--- config.mk ---
export PLATFORM = sky130hd
export DESIGN_NAME = weighted_rr_health_selector_top
export DESIGN_NICKNAME = d
export VERILOG_FILES = /design/src/design/wrr_pkg.sv /design/src/design/wrr_csr.sv /design/src/design/wrr_ctrl.sv /design/src/design/wrr_dp.sv /design/src/design/weighted_rr_health_selector_top.sv
export VERILOG_INCLUDE_DIRS = /design/src /design/src/design
export SDC_FILE = /design/constraint.sdc
export NUM_CORES = 2
export LEC_CHECK = 0
export ABC_AREA = 0
export BUFFER_PORTS_ARGS = -buffer_cell sky130_fd_sc_hd__clkbuf_2
export CAP_MARGIN = 20
export CORE_MARGIN = 4
export CORE_UTILIZATION = 58
export DETAILED_ROUTE_END_ITERATION = 10
export PLACE_DENSITY = 0.79
export RECOVER_POWER = 50
export SYNTH_ARGS = -nofsm -noshare
export SYNTH_HDL_FRONTEND = slang
export SYNTH_SLANG_ARGS = --single-unit
--- constraint.sdc ---
create_clock -name clock -period 8.8 [get_ports clock]
set_input_delay 0.88 -clock clock [delete_from_list [all_inputs] [get_ports clock]]
set_output_delay 0.88 -clock clock [all_outputs]
set_load 0.05 [all_outputs]
--- src/design/weighted_rr_health_selector_top_assert.svh ---
// assertion macros shared by the selector top level
`ifndef WEIGHTED_RR_HEALTH_SELECTOR_TOP_ASSERT_SVH
`define WEIGHTED_RR_HEALTH_SELECTOR_TOP_ASSERT_SVH

// condition holds in the same cycle
`define WRR_ASSERT_NOW(lbl, clk, rst, ante, cons) \
   lbl: assert property (@(posedge clk) disable iff (rst) (ante) |-> (cons)) \
      else $error("wrr assertion failed");

// condition holds in the following cycle
`define WRR_ASSERT_NEXT(lbl, clk, rst, ante, cons) \
   lbl: assert property (@(posedge clk) disable iff (rst) (ante) |=> (cons)) \
      else $error("wrr assertion failed");

`endif

--- src/design/wrr_pkg.sv ---
// ----------------------------------------------------------------------------
// wrr_pkg
// Types, constants and helper functions of the weighted round-robin selector.
// ----------------------------------------------------------------------------
package wrr_pkg;

   localparam int ENDPOINTS  = 8;
   localparam int MAX_WEIGHT = 100;
   localparam int EP_W       = 3;
   localparam int CNT_W      = 4;
   localparam int WT_W       = 7;
   localparam int WTS_W      = 56;
   localparam int POS_W      = 10;
   localparam int CNTR_W     = 16;
   localparam int STEP_W     = 8;
   localparam int DIV_STEPS  = POS_W;

   localparam logic [CNT_W-1:0]  RESET_COUNT   = 4'd1;
   localparam logic [WTS_W-1:0]  RESET_WEIGHTS = 56'd567382630219905;
   localparam logic [STEP_W-1:0] RESET_STEP    = 8'd5;
   localparam logic [CNTR_W-1:0] RESET_CAP     = 16'd60;

   typedef enum logic [1:0] {
      REG_COUNT   = 2'd0,
      REG_WEIGHTS = 2'd1,
      REG_STEP    = 2'd2,
      REG_CAP     = 2'd3
   } reg_type;

   typedef enum logic [1:0] {
      CMD_SELECT  = 2'd0,
      CMD_FAIL    = 2'd1,
      CMD_SUCCESS = 2'd2,
      CMD_TICK    = 2'd3
   } cmd_type;

   typedef enum logic [1:0] {
      HOW_PREF     = 2'd0,
      HOW_ROTATION = 2'd1,
      HOW_FALLBACK = 2'd2
   } how_type;

   typedef enum logic [2:0] {
      ST_IDLE,
      ST_FAIL,
      ST_DIV,
      ST_OWNER,
      ST_PICK
   } state_type;

   typedef struct packed {
      logic [CNT_W-1:0]  count;
      logic [WTS_W-1:0]  weights;
      logic [STEP_W-1:0] step;
      logic [CNTR_W-1:0] cap;
      logic              count_wr;
      logic [CNT_W-1:0]  count_new;
   } cfg_type;

   typedef struct packed {
      logic load;
      logic fail_step;
      logic div_step;
      logic owner_step;
      logic pick;
   } ctrl_type;

   typedef struct packed {
      logic pref_hit;
      logic div_last;
      logic owner_last;
   } status_type;

   function automatic logic [WT_W-1:0] weight_of(logic [WTS_W-1:0] w, logic [EP_W-1:0] i);
      logic [WT_W-1:0] v;
      v = w[WT_W*i +: WT_W];
      if (v == '0) v = WT_W'(1);
      if (v > WT_W'(MAX_WEIGHT)) v = WT_W'(MAX_WEIGHT);
      return v;
   endfunction

   function automatic logic [POS_W-1:0] total_of(logic [WTS_W-1:0] w, logic [CNT_W-1:0] n);
      logic [POS_W-1:0] s;
      s = '0;
      for (int i = 0; i < ENDPOINTS; i++) begin
         if (CNT_W'(i) < n) s = s + POS_W'(weight_of(w, EP_W'(i)));
      end
      return s;
   endfunction

endpackage

--- src/design/wrr_csr.sv ---
// ----------------------------------------------------------------------------
// wrr_csr
// Configuration register file behind the APB-style port.
// ----------------------------------------------------------------------------
module wrr_csr (
   input  logic                    clock,
   input  logic                    reset,
   input  logic                    psel,
   input  logic                    penable,
   input  logic                    pwrite,
   input  logic [4:0]              paddr,
   input  logic [63:0]             pwdata,
   output logic [63:0]             prdata,
   output logic                    pready,
   output wrr_pkg::cfg_type        cfg
);

   logic [wrr_pkg::CNT_W-1:0]  count_ff,   count_in;
   logic [wrr_pkg::WTS_W-1:0]  weights_ff, weights_in;
   logic [wrr_pkg::STEP_W-1:0] step_ff,    step_in;
   logic [wrr_pkg::CNTR_W-1:0] cap_ff,     cap_in;
   logic                       wr;
   wrr_pkg::reg_type           idx;
   logic [wrr_pkg::CNT_W-1:0]  cnt_clamped;

   assign pready = 1'b1;
   assign wr     = psel & penable & pwrite;
   assign idx    = wrr_pkg::reg_type'(paddr[4:3]);

   always_comb begin
      cnt_clamped = pwdata[wrr_pkg::CNT_W-1:0];
      if (cnt_clamped == '0) cnt_clamped = wrr_pkg::CNT_W'(1);
      if (cnt_clamped > wrr_pkg::CNT_W'(wrr_pkg::ENDPOINTS))
         cnt_clamped = wrr_pkg::CNT_W'(wrr_pkg::ENDPOINTS);
   end

   always_comb begin
      count_in   = count_ff;
      weights_in = weights_ff;
      step_in    = step_ff;
      cap_in     = cap_ff;
      if (wr) begin
         unique case (idx)
            wrr_pkg::REG_COUNT:   count_in   = cnt_clamped;
            wrr_pkg::REG_WEIGHTS: weights_in = pwdata[wrr_pkg::WTS_W-1:0];
            wrr_pkg::REG_STEP:    step_in    = pwdata[wrr_pkg::STEP_W-1:0];
            wrr_pkg::REG_CAP:     cap_in     = pwdata[wrr_pkg::CNTR_W-1:0];
            default: ;
         endcase
      end
   end

   always_ff @(posedge clock) begin
      if (reset) begin
         count_ff   <= wrr_pkg::RESET_COUNT;
         weights_ff <= wrr_pkg::RESET_WEIGHTS;
         step_ff    <= wrr_pkg::RESET_STEP;
         cap_ff     <= wrr_pkg::RESET_CAP;
      end else begin
         count_ff   <= count_in;
         weights_ff <= weights_in;
         step_ff    <= step_in;
         cap_ff     <= cap_in;
      end
   end

   always_comb begin
      unique case (idx)
         wrr_pkg::REG_COUNT:   prdata = 64'(count_ff);
         wrr_pkg::REG_WEIGHTS: prdata = 64'(weights_ff);
         wrr_pkg::REG_STEP:    prdata = 64'(step_ff);
         wrr_pkg::REG_CAP:     prdata = 64'(cap_ff);
         default:              prdata = '0;
      endcase
   end

   assign cfg.count     = count_ff;
   assign cfg.weights   = weights_ff;
   assign cfg.step      = step_ff;
   assign cfg.cap       = cap_ff;
   assign cfg.count_wr  = wr && (idx == wrr_pkg::REG_COUNT);
   assign cfg.count_new = cnt_clamped;

endmodule

--- src/design/wrr_ctrl.sv ---
// ----------------------------------------------------------------------------
// wrr_ctrl
// Sequencer: steps the datapath through failure penalty and rotation search.
// ----------------------------------------------------------------------------
module wrr_ctrl (
   input  logic                 clock,
   input  logic                 reset,
   input  logic                 start,
   input  logic [1:0]           req_command,
   input  wrr_pkg::status_type  status,
   output wrr_pkg::ctrl_type    ctrl,
   output logic                 busy
);

   wrr_pkg::state_type state_ff, state_in;
   wrr_pkg::cmd_type   cmd;

   assign cmd = wrr_pkg::cmd_type'(req_command);

   always_ff @(posedge clock) begin
      if (reset) state_ff <= wrr_pkg::ST_IDLE;
      else       state_ff <= state_in;
   end

   always_comb begin
      state_in = state_ff;
      ctrl     = '0;
      busy     = 1'b1;
      unique case (state_ff)
         wrr_pkg::ST_IDLE: begin
            busy = 1'b0;
            if (start) begin
               ctrl.load = 1'b1;
               if (cmd == wrr_pkg::CMD_FAIL) state_in = wrr_pkg::ST_FAIL;
               else if (cmd == wrr_pkg::CMD_SELECT && !status.pref_hit)
                  state_in = wrr_pkg::ST_DIV;
            end
         end
         wrr_pkg::ST_FAIL: begin
            ctrl.fail_step = 1'b1;
            state_in = wrr_pkg::ST_IDLE;
         end
         wrr_pkg::ST_DIV: begin
            ctrl.div_step = 1'b1;
            if (status.div_last) state_in = wrr_pkg::ST_OWNER;
         end
         wrr_pkg::ST_OWNER: begin
            ctrl.owner_step = 1'b1;
            if (status.owner_last) state_in = wrr_pkg::ST_PICK;
         end
         wrr_pkg::ST_PICK: begin
            ctrl.pick = 1'b1;
            state_in = wrr_pkg::ST_IDLE;
         end
         default: state_in = wrr_pkg::ST_IDLE;
      endcase
   end

endmodule

--- src/design/wrr_dp.sv ---
// ----------------------------------------------------------------------------
// wrr_dp
// Endpoint health state, rotation divider, owner search and result register.
// ----------------------------------------------------------------------------
module wrr_dp (
   input  logic                           clock,
   input  logic                           reset,
   input  wrr_pkg::cfg_type               cfg,
   input  wrr_pkg::ctrl_type              ctrl,
   output wrr_pkg::status_type            status,
   input  logic [1:0]                     req_command,
   input  logic [wrr_pkg::EP_W-1:0]       req_endpoint,
   input  logic                           req_has_preferred,
   output logic                           rsp_valid,
   output logic [wrr_pkg::EP_W-1:0]       rsp_chosen,
   output logic [1:0]                     rsp_how_chosen
);

   localparam int N = wrr_pkg::ENDPOINTS;
   localparam int EW = wrr_pkg::EP_W;
   localparam int CW = wrr_pkg::CNT_W;
   localparam int PW = wrr_pkg::POS_W;
   localparam int RW = wrr_pkg::CNTR_W;

   logic [RW-1:0] fc_ff [N], fc_in [N];
   logic [RW-1:0] rem_ff[N], rem_in[N];
   logic [N-1:0]  pen_ff, pen_in;
   logic [PW-1:0] pos_ff, pos_in;

   logic [EW-1:0] ep_ff, ep_in;
   logic          ep_ok_ff, ep_ok_in;
   logic [PW-1:0] total_ff, total_in;
   logic [PW-1:0] dvd_ff, dvd_in;
   logic [PW-1:0] r_ff, r_in;
   logic [3:0]    cnt_ff, cnt_in;
   logic [EW-1:0] oi_ff, oi_in;
   logic [PW-1:0] acc_ff, acc_in;
   logic [EW-1:0] owner_ff, owner_in;
   logic          found_ff, found_in;
   logic [EW-1:0] best_ff, best_in;
   logic [RW-1:0] bestrem_ff, bestrem_in;
   logic          rv_ff, rv_in;
   logic [EW-1:0] chosen_ff, chosen_in;
   logic [1:0]    how_ff, how_in;

   logic [N-1:0]  bl;
   logic          pref_hit;
   logic          req_ok;
   wrr_pkg::cmd_type cmd;
   logic [PW:0]   sh;
   logic [PW-1:0] acc_next;
   logic [RW-1:0] fc_inc;
   logic [23:0]   prod;
   logic          rot_found;
   logic [EW-1:0] rot_pick;
   logic [CW-1:0] cand;
   logic [PW-1:0] idx_next;

   assign cmd    = wrr_pkg::cmd_type'(req_command);
   assign req_ok = {1'b0, req_endpoint} < cfg.count;

   always_comb begin
      for (int i = 0; i < N; i++) bl[i] = pen_ff[i] && (rem_ff[i] != '0);
   end

   assign pref_hit = req_has_preferred && req_ok && !bl[req_endpoint];

   assign status.pref_hit   = pref_hit;
   assign status.div_last   = (cnt_ff == '0);
   assign status.owner_last = ({1'b0, oi_ff} == cfg.count - CW'(1));

   // restoring division step for position mod total
   assign sh       = {r_ff, dvd_ff[PW-1]};
   assign acc_next = acc_ff + PW'(wrr_pkg::weight_of(cfg.weights, oi_ff));
   assign fc_inc   = (fc_ff[req_endpoint] == '1) ? fc_ff[req_endpoint]
                                                 : fc_ff[req_endpoint] + RW'(1);
   assign prod     = 24'(cfg.step) * 24'(fc_ff[ep_ff]);
   assign idx_next = (r_ff + PW'(1) == total_ff) ? '0 : r_ff + PW'(1);

   // first free endpoint in cyclic order from the slot owner
   always_comb begin
      rot_found = 1'b0;
      rot_pick  = '0;
      cand      = '0;
      for (int k = N - 1; k >= 0; k--) begin
         cand = {1'b0, owner_ff} + CW'(k);
         if (cand >= cfg.count) cand = cand - cfg.count;
         if (CW'(k) < cfg.count && !bl[cand[EW-1:0]]) begin
            rot_found = 1'b1;
            rot_pick  = cand[EW-1:0];
         end
      end
   end

   always_comb begin
      for (int i = 0; i < N; i++) begin
         fc_in[i]  = fc_ff[i];
         rem_in[i] = rem_ff[i];
      end
      pen_in     = pen_ff;
      pos_in     = pos_ff;
      ep_in      = ep_ff;
      ep_ok_in   = ep_ok_ff;
      total_in   = total_ff;
      dvd_in     = dvd_ff;
      r_in       = r_ff;
      cnt_in     = cnt_ff;
      oi_in      = oi_ff;
      acc_in     = acc_ff;
      owner_in   = owner_ff;
      found_in   = found_ff;
      best_in    = best_ff;
      bestrem_in = bestrem_ff;
      rv_in      = 1'b0;
      chosen_in  = chosen_ff;
      how_in     = how_ff;

      if (ctrl.load) begin
         ep_in      = req_endpoint;
         ep_ok_in   = req_ok;
         total_in   = wrr_pkg::total_of(cfg.weights, cfg.count);
         dvd_in     = pos_ff;
         r_in       = '0;
         cnt_in     = 4'(wrr_pkg::DIV_STEPS - 1);
         oi_in      = '0;
         acc_in     = '0;
         found_in   = 1'b0;
         best_in    = '0;
         bestrem_in = '1;
         case (cmd)
            wrr_pkg::CMD_TICK: begin
               for (int i = 0; i < N; i++)
                  if (rem_ff[i] != '0) rem_in[i] = rem_ff[i] - RW'(1);
            end
            wrr_pkg::CMD_FAIL: begin
               if (req_ok) begin
                  fc_in[req_endpoint] = fc_inc;
                  pen_in[req_endpoint] = 1'b1;
               end
            end
            wrr_pkg::CMD_SUCCESS: begin
               if (req_ok) begin
                  fc_in[req_endpoint]  = '0;
                  rem_in[req_endpoint] = '0;
                  pen_in[req_endpoint] = 1'b0;
               end
            end
            default: begin
               // end expired penalties
               for (int i = 0; i < N; i++) begin
                  if (pen_ff[i] && rem_ff[i] == '0) begin
                     pen_in[i] = 1'b0;
                     fc_in[i]  = '0;
                  end
               end
               if (pref_hit) begin
                  rv_in     = 1'b1;
                  chosen_in = req_endpoint;
                  how_in    = wrr_pkg::HOW_PREF;
               end
            end
         endcase
      end

      if (ctrl.fail_step && ep_ok_ff)
         rem_in[ep_ff] = (prod > 24'(cfg.cap)) ? cfg.cap : prod[RW-1:0];

      if (ctrl.div_step) begin
         r_in   = (sh >= {1'b0, total_ff}) ? PW'(sh - {1'b0, total_ff}) : sh[PW-1:0];
         dvd_in = {dvd_ff[PW-2:0], 1'b0};
         cnt_in = cnt_ff - 4'd1;
      end

      if (ctrl.owner_step) begin
         acc_in = acc_next;
         if (!found_ff && r_ff < acc_next) begin
            owner_in = oi_ff;
            found_in = 1'b1;
         end
         if (rem_ff[oi_ff] < bestrem_ff) begin
            best_in    = oi_ff;
            bestrem_in = rem_ff[oi_ff];
         end
         oi_in = oi_ff + EW'(1);
      end

      if (ctrl.pick) begin
         pos_in = idx_next;
         rv_in  = 1'b1;
         if (rot_found) begin
            chosen_in = rot_pick;
            how_in    = wrr_pkg::HOW_ROTATION;
         end else begin
            chosen_in       = best_ff;
            how_in          = wrr_pkg::HOW_FALLBACK;
            rem_in[best_ff] = '0;
            pen_in[best_ff] = 1'b0;
         end
      end

      // shrinking the endpoint set clears the entries left out
      if (cfg.count_wr) begin
         pos_in = '0;
         for (int i = 0; i < N; i++) begin
            if (CW'(i) >= cfg.count_new) begin
               fc_in[i]  = '0;
               rem_in[i] = '0;
               pen_in[i] = 1'b0;
            end
         end
      end
   end

   always_ff @(posedge clock) begin
      if (reset) begin
         for (int i = 0; i < N; i++) begin
            fc_ff[i]  <= '0;
            rem_ff[i] <= '0;
         end
         pen_ff <= '0;
         pos_ff <= '0;
         rv_ff  <= 1'b0;
      end else begin
         for (int i = 0; i < N; i++) begin
            fc_ff[i]  <= fc_in[i];
            rem_ff[i] <= rem_in[i];
         end
         pen_ff <= pen_in;
         pos_ff <= pos_in;
         rv_ff  <= rv_in;
      end
   end

   always_ff @(posedge clock) begin
      ep_ff      <= ep_in;
      ep_ok_ff   <= ep_ok_in;
      total_ff   <= total_in;
      dvd_ff     <= dvd_in;
      r_ff       <= r_in;
      cnt_ff     <= cnt_in;
      oi_ff      <= oi_in;
      acc_ff     <= acc_in;
      owner_ff   <= owner_in;
      found_ff   <= found_in;
      best_ff    <= best_in;
      bestrem_ff <= bestrem_in;
      chosen_ff  <= chosen_in;
      how_ff     <= how_in;
   end

   assign rsp_valid      = rv_ff;
   assign rsp_chosen     = chosen_ff;
   assign rsp_how_chosen = how_ff;

endmodule

--- src/design/weighted_rr_health_selector_top.sv ---
// ----------------------------------------------------------------------------
// weighted_rr_health_selector_top
// Weighted round-robin endpoint selector with failure backoff blacklist.
// ----------------------------------------------------------------------------
// An item is taken when start is high and busy is low. Tick and success
// reports are done once taken; a failure report, in range or not, then
// passes through the fail state for the penalty multiply. A select whose
// preferred endpoint is usable puts its result out in the cycle after it is
// taken. Any other select runs the bit-serial divider that reduces the
// rotation position by the total weight, then steps through the endpoints
// in use to find the slot owner and the earliest expiring endpoint, then
// picks. Each result is shown on rsp_chosen and rsp_how_chosen for one
// cycle with rsp_valid high and must be taken then; the receiver cannot stall.
// ----------------------------------------------------------------------------
`include "weighted_rr_health_selector_top_assert.svh"

module weighted_rr_health_selector_top (
   input  logic                        clock,
   input  logic                        reset,
   input  logic                        start,
   output logic                        busy,
   input  logic [1:0]                  req_command,
   input  logic [wrr_pkg::EP_W-1:0]    req_endpoint,
   input  logic                        req_has_preferred,
   output logic                        rsp_valid,
   output logic [wrr_pkg::EP_W-1:0]    rsp_chosen,
   output logic [1:0]                  rsp_how_chosen,
   input  logic                        psel,
   input  logic                        penable,
   input  logic                        pwrite,
   input  logic [4:0]                  paddr,
   input  logic [63:0]                 pwdata,
   output logic [63:0]                 prdata,
   output logic                        pready
);

   wrr_pkg::cfg_type    cfg;
   wrr_pkg::ctrl_type   ctrl;
   wrr_pkg::status_type status;

   wrr_csr u_csr (
      .clock   (clock),
      .reset   (reset),
      .psel    (psel),
      .penable (penable),
      .pwrite  (pwrite),
      .paddr   (paddr),
      .pwdata  (pwdata),
      .prdata  (prdata),
      .pready  (pready),
      .cfg     (cfg)
   );

   wrr_ctrl u_ctrl (
      .clock       (clock),
      .reset       (reset),
      .start       (start),
      .req_command (req_command),
      .status      (status),
      .ctrl        (ctrl),
      .busy        (busy)
   );

   wrr_dp u_dp (
      .clock             (clock),
      .reset             (reset),
      .cfg               (cfg),
      .ctrl              (ctrl),
      .status            (status),
      .req_command       (req_command),
      .req_endpoint      (req_endpoint),
      .req_has_preferred (req_has_preferred),
      .rsp_valid         (rsp_valid),
      .rsp_chosen        (rsp_chosen),
      .rsp_how_chosen    (rsp_how_chosen)
   );

   // reports and ticks never produce a result
   `WRR_ASSERT_NEXT(a_no_rsp_after_report, clock, reset,
      start && !busy && (req_command != wrr_pkg::CMD_SELECT), !rsp_valid)

   // a preferred result follows its item directly
   `WRR_ASSERT_NOW(a_pref_direct, clock, reset,
      rsp_valid && (rsp_how_chosen == wrr_pkg::HOW_PREF), $past(start && !busy))

   // the chosen endpoint is always one in use
   `WRR_ASSERT_NOW(a_chosen_in_use, clock, reset,
      rsp_valid, {1'b0, rsp_chosen} < cfg.count)

endmodule
==> impl_results.md <==
- Share of layout cells above drive strength 1: 0.1021
- Core ar.: 61710 sq um
- Dpl cell area: around 38000 sq um
- Most numerous cell in the Yosys netlist: nand2_1
- Post-synth ARST share: 0
- Placement Rows: between 90 and 100
- CP Max Fanout: 13
- Post-route ant nets: 0
- Final Critical Period: between 8 and 9 ns
- Slew Viols, Final: ~330
- Total gr overflow: 0
- Critical Path End Type: register
- Final Cell Area: about 39000 sq um
- Highest clock rate: 118.5 MHz
- Clk_lat worst skew: between 0.6 and 0.7 ns
- YS warnings: 0
- DRC viols: 0
- PD cells: 211.9 nW/um^2
- Post-synth top area cell: dfxtp_1
- Ys flop type: dfxtp_1
- Post-synth top area share: 0.2151
- Largest net degree at the start of global routing: 68
- Multi-input logic area: around 25000 sq um
- Die Wd: around 260 microns
- Htree depth: 2
- Mapped Cells: roughly 4400
- Via count: about 36000
- Die height: approximately 260 microns
- Root buffer cell: clkbuf_16
- Initial core utilization: 0.5868
- DRT met1 WL: between 40 and 50 mm
- Clk buf depth: 3
- Wire per inst: approximately 23 microns
- Buffers added on ports: around 130
- Die area: between 60000 and 70000 sq um
- Top sig layer: met5
- Metal2 WL: roughly 54 mm
- Top post-synthesis cells by count: nand2_1, nor2_1, dfxtp_1
- Area contributors post-synth: dfxtp_1, ha_1, mux4_2
- Reg area: about 9500 sq um
- CTS clk-pin slew, worst paths: roughly 0.06 ns
- Placer Congestion: around 1
- Synth cell types: 93
- Worst Max-Slew Pin Slew: around 2.8 ns
- Failing checks: capacitance limit, slew limit
- Critical path class: register to register
- Peak VDD IR: about 0.22 mV
- Inserted Clock Buffers: between 50 and 60
- Fin Hold WS: 0.4516 ns
- Hold crit path type: primary input to register
- Setup TNS: 0 ns
- Critical-path top delay cell: mux2i_1
- Worst path required time: around 9 ns
- Detailed-route wire length: between 100 and 150 mm
- Dpl hpwl: between 90 and 100 mm
- Mapped cell area: 36210 sq um
- Initial antenna violation count: 4
- Crit start category: register
- Final nets: a little under 5000
- Period utilisation layout: 0.9589
- Leakage power: roughly 16 nW
- Data arrival time of the critical path: slightly below 9 ns
- Worst slew margin: -0.8833
- 1st-pass router iterations: 6
- Vias per cell: approximately 6.6
- Routed wl met3: between 15 and 20 mm
- CTS tree: done
- GRT Total Usage: 0.3637
- Status: finished, violations left
- 1st-iter DRT viols: between 4000 and 5000
- Most common cell on crit path: fa_1
- Vias in the first global route: roughly 33000
- Layout area overhead: 8.839%
- CTS sink cnt: 447
- Crit path largest cell delay: between 0.6 and 0.7 ns
- Seq/Total Area, Yosys: 0.2632
- Count of final setup violators: 0
- First-pass GRT wire length: about 190 mm
- Yosys reg bits: approximately 450
- Hold Vio Cnt, Final: 0
- FILL cells: 5378
- Max-cap viol count: 9
- # IOs: around 150
- Post-synth EDFFs: 58
- Post-Syn Area per Cell: 8.163 sq um
- Skew final: 0.02859 ns
-- state kept, by name, indices dropped and copies added, names as in the netlist, 8 cells and up, named ones only --
name	count
u_dp.bestrem_ff	16
u_csr.cap_ff	16
u_dp.r_ff	10
u_dp.pen_ff	8
u_dp.pos_ff	10
u_csr.weights_ff	56
u_dp.dvd_ff	10
u_dp.acc_ff	10
u_dp.total_ff	10
u_dp.rem_ff	128
u_csr.step_ff	8
u_dp.fc_ff	128
-- per-layer routing --
| metal | vias up | GRT usage |
|---|---|---|
| met5 | - | 0 |
| met4 | 2 | 0.1794 |
| met3 | 451 | 0.08954 |
| met2 | 2186 | 0.5470 |
| met1 | 16840 | 0.4913 |
| li1 | 16100 | - |
-- where the power goes --
| group | internal (mW) | leakage, nW | total, mW | switching [mW] |
|---|---|---|---|---|
| Sequential | 2.30 | 3.72 | 2.67 | 0.366 |
| Combinational | 1.28 | 11.2 | 3.54 | 2.26 |
| Clock | 1.20 | 0.810 | 2.15 | 0.944 |
| Total | 4.78 | 15.8 | 8.35 | 3.57 |
-- critical path, delay by kind of cell, from the launching register on --
family,cells,cell delay (ns)
muxes,3,1.40
adders and majority gates,6,2.53
xor gates and xnor gates,1,0.28
and+or+nand+nor,5,0.75
buffers and inverters,7,1.09
DFF,1,0.52
AOI/OAI and AO/OA,10,1.67
-- stage by stage --
stage               cells    util  total power, mW  setup WS (ns)
finish               5366  0.6386            8.351         0.3617
global route         5364  0.6385            8.792       -0.03069
CTS                  5353  0.6370            8.211         0.1084
detailed placement   5261  0.6102            6.067         0.1390
global placement     5260  0.6101            6.001         0.3952
floorplan            4443       -            5.148         0.4881
-- cell families after synthesis --
group,synth area share
AND/OR/NAND/NOR,0.2033
buffers and inverters,0.05394
XOR/XNOR,0.02782
flip-flops,0.2632
other,0.0002074
multiplexers,0.1110
adder cells (fa/ha/maj),0.1210
AO/OA/AOI/OAI,0.2195
-- final cells by class --
| cell class | count | share of cell area |
|---|---|---|
| Multi-Input combinational cell | 3503 | 0.6320 |
| Sequential cell | 447 | 0.2419 |
| Clock buffer | 72 | 0.03734 |
| Timing Repair Buffer | 235 | 0.03353 |
| Tap cell | 837 | 0.02657 |
| Inverter | 250 | 0.02381 |
| Clock inverter | 20 | 0.004667 |
| Antenna cell | 2 | 0.0001270 |
-- worst paths after layout --
kind                                      from                    to  slack [ns]  cells after the start
worst max-delay path                  register    u_dp.rem_ff[0][15]        0.36                     32
worst min-delay path                pwdata[42]  u_csr.weights_ff[42]        0.45                      3
worst max register to register        register    u_dp.rem_ff[0][15]        0.36                     32
worst min register to register  u_dp.pos_ff[0]        u_dp.dvd_ff[0]        0.45                      2
-- placed cells by master, fill, tap and decap left out, types with 44 or more instances in the layout --
master / instances
a21o_1: 71
o21ai_0: 222
nor2b_1: 62
clkbuf_16: 53
mux2_2: 71
buf_4: 86
a211oi_1: 76
edfxtp_1: 58
mux4_2: 97
clkbuf_1: 92
dfxtp_1: 387
a22oi_1: 50
mux2i_1: 88
and2_1: 121
a21oi_1: 359
inv_1: 246
nand3_1: 66
nor3_1: 154
nand2_1: 503
ha_1: 191
xnor2_1: 69
nor2_1: 472
a22o_1: 54
clkbuf_2: 65
xor2_1: 44
fa_1: 97
-- what timing repair did --
| action | CTS | global route |
|---|---|---|
| resized for setup | 0 | 36 |
| endpoints found under the setup margin | 0 | 110 |
| hold buffers | 0 | 0 |
| buffers inserted | 0 | 3 |
Note: power is estimated with default switching activity, not from simulation.
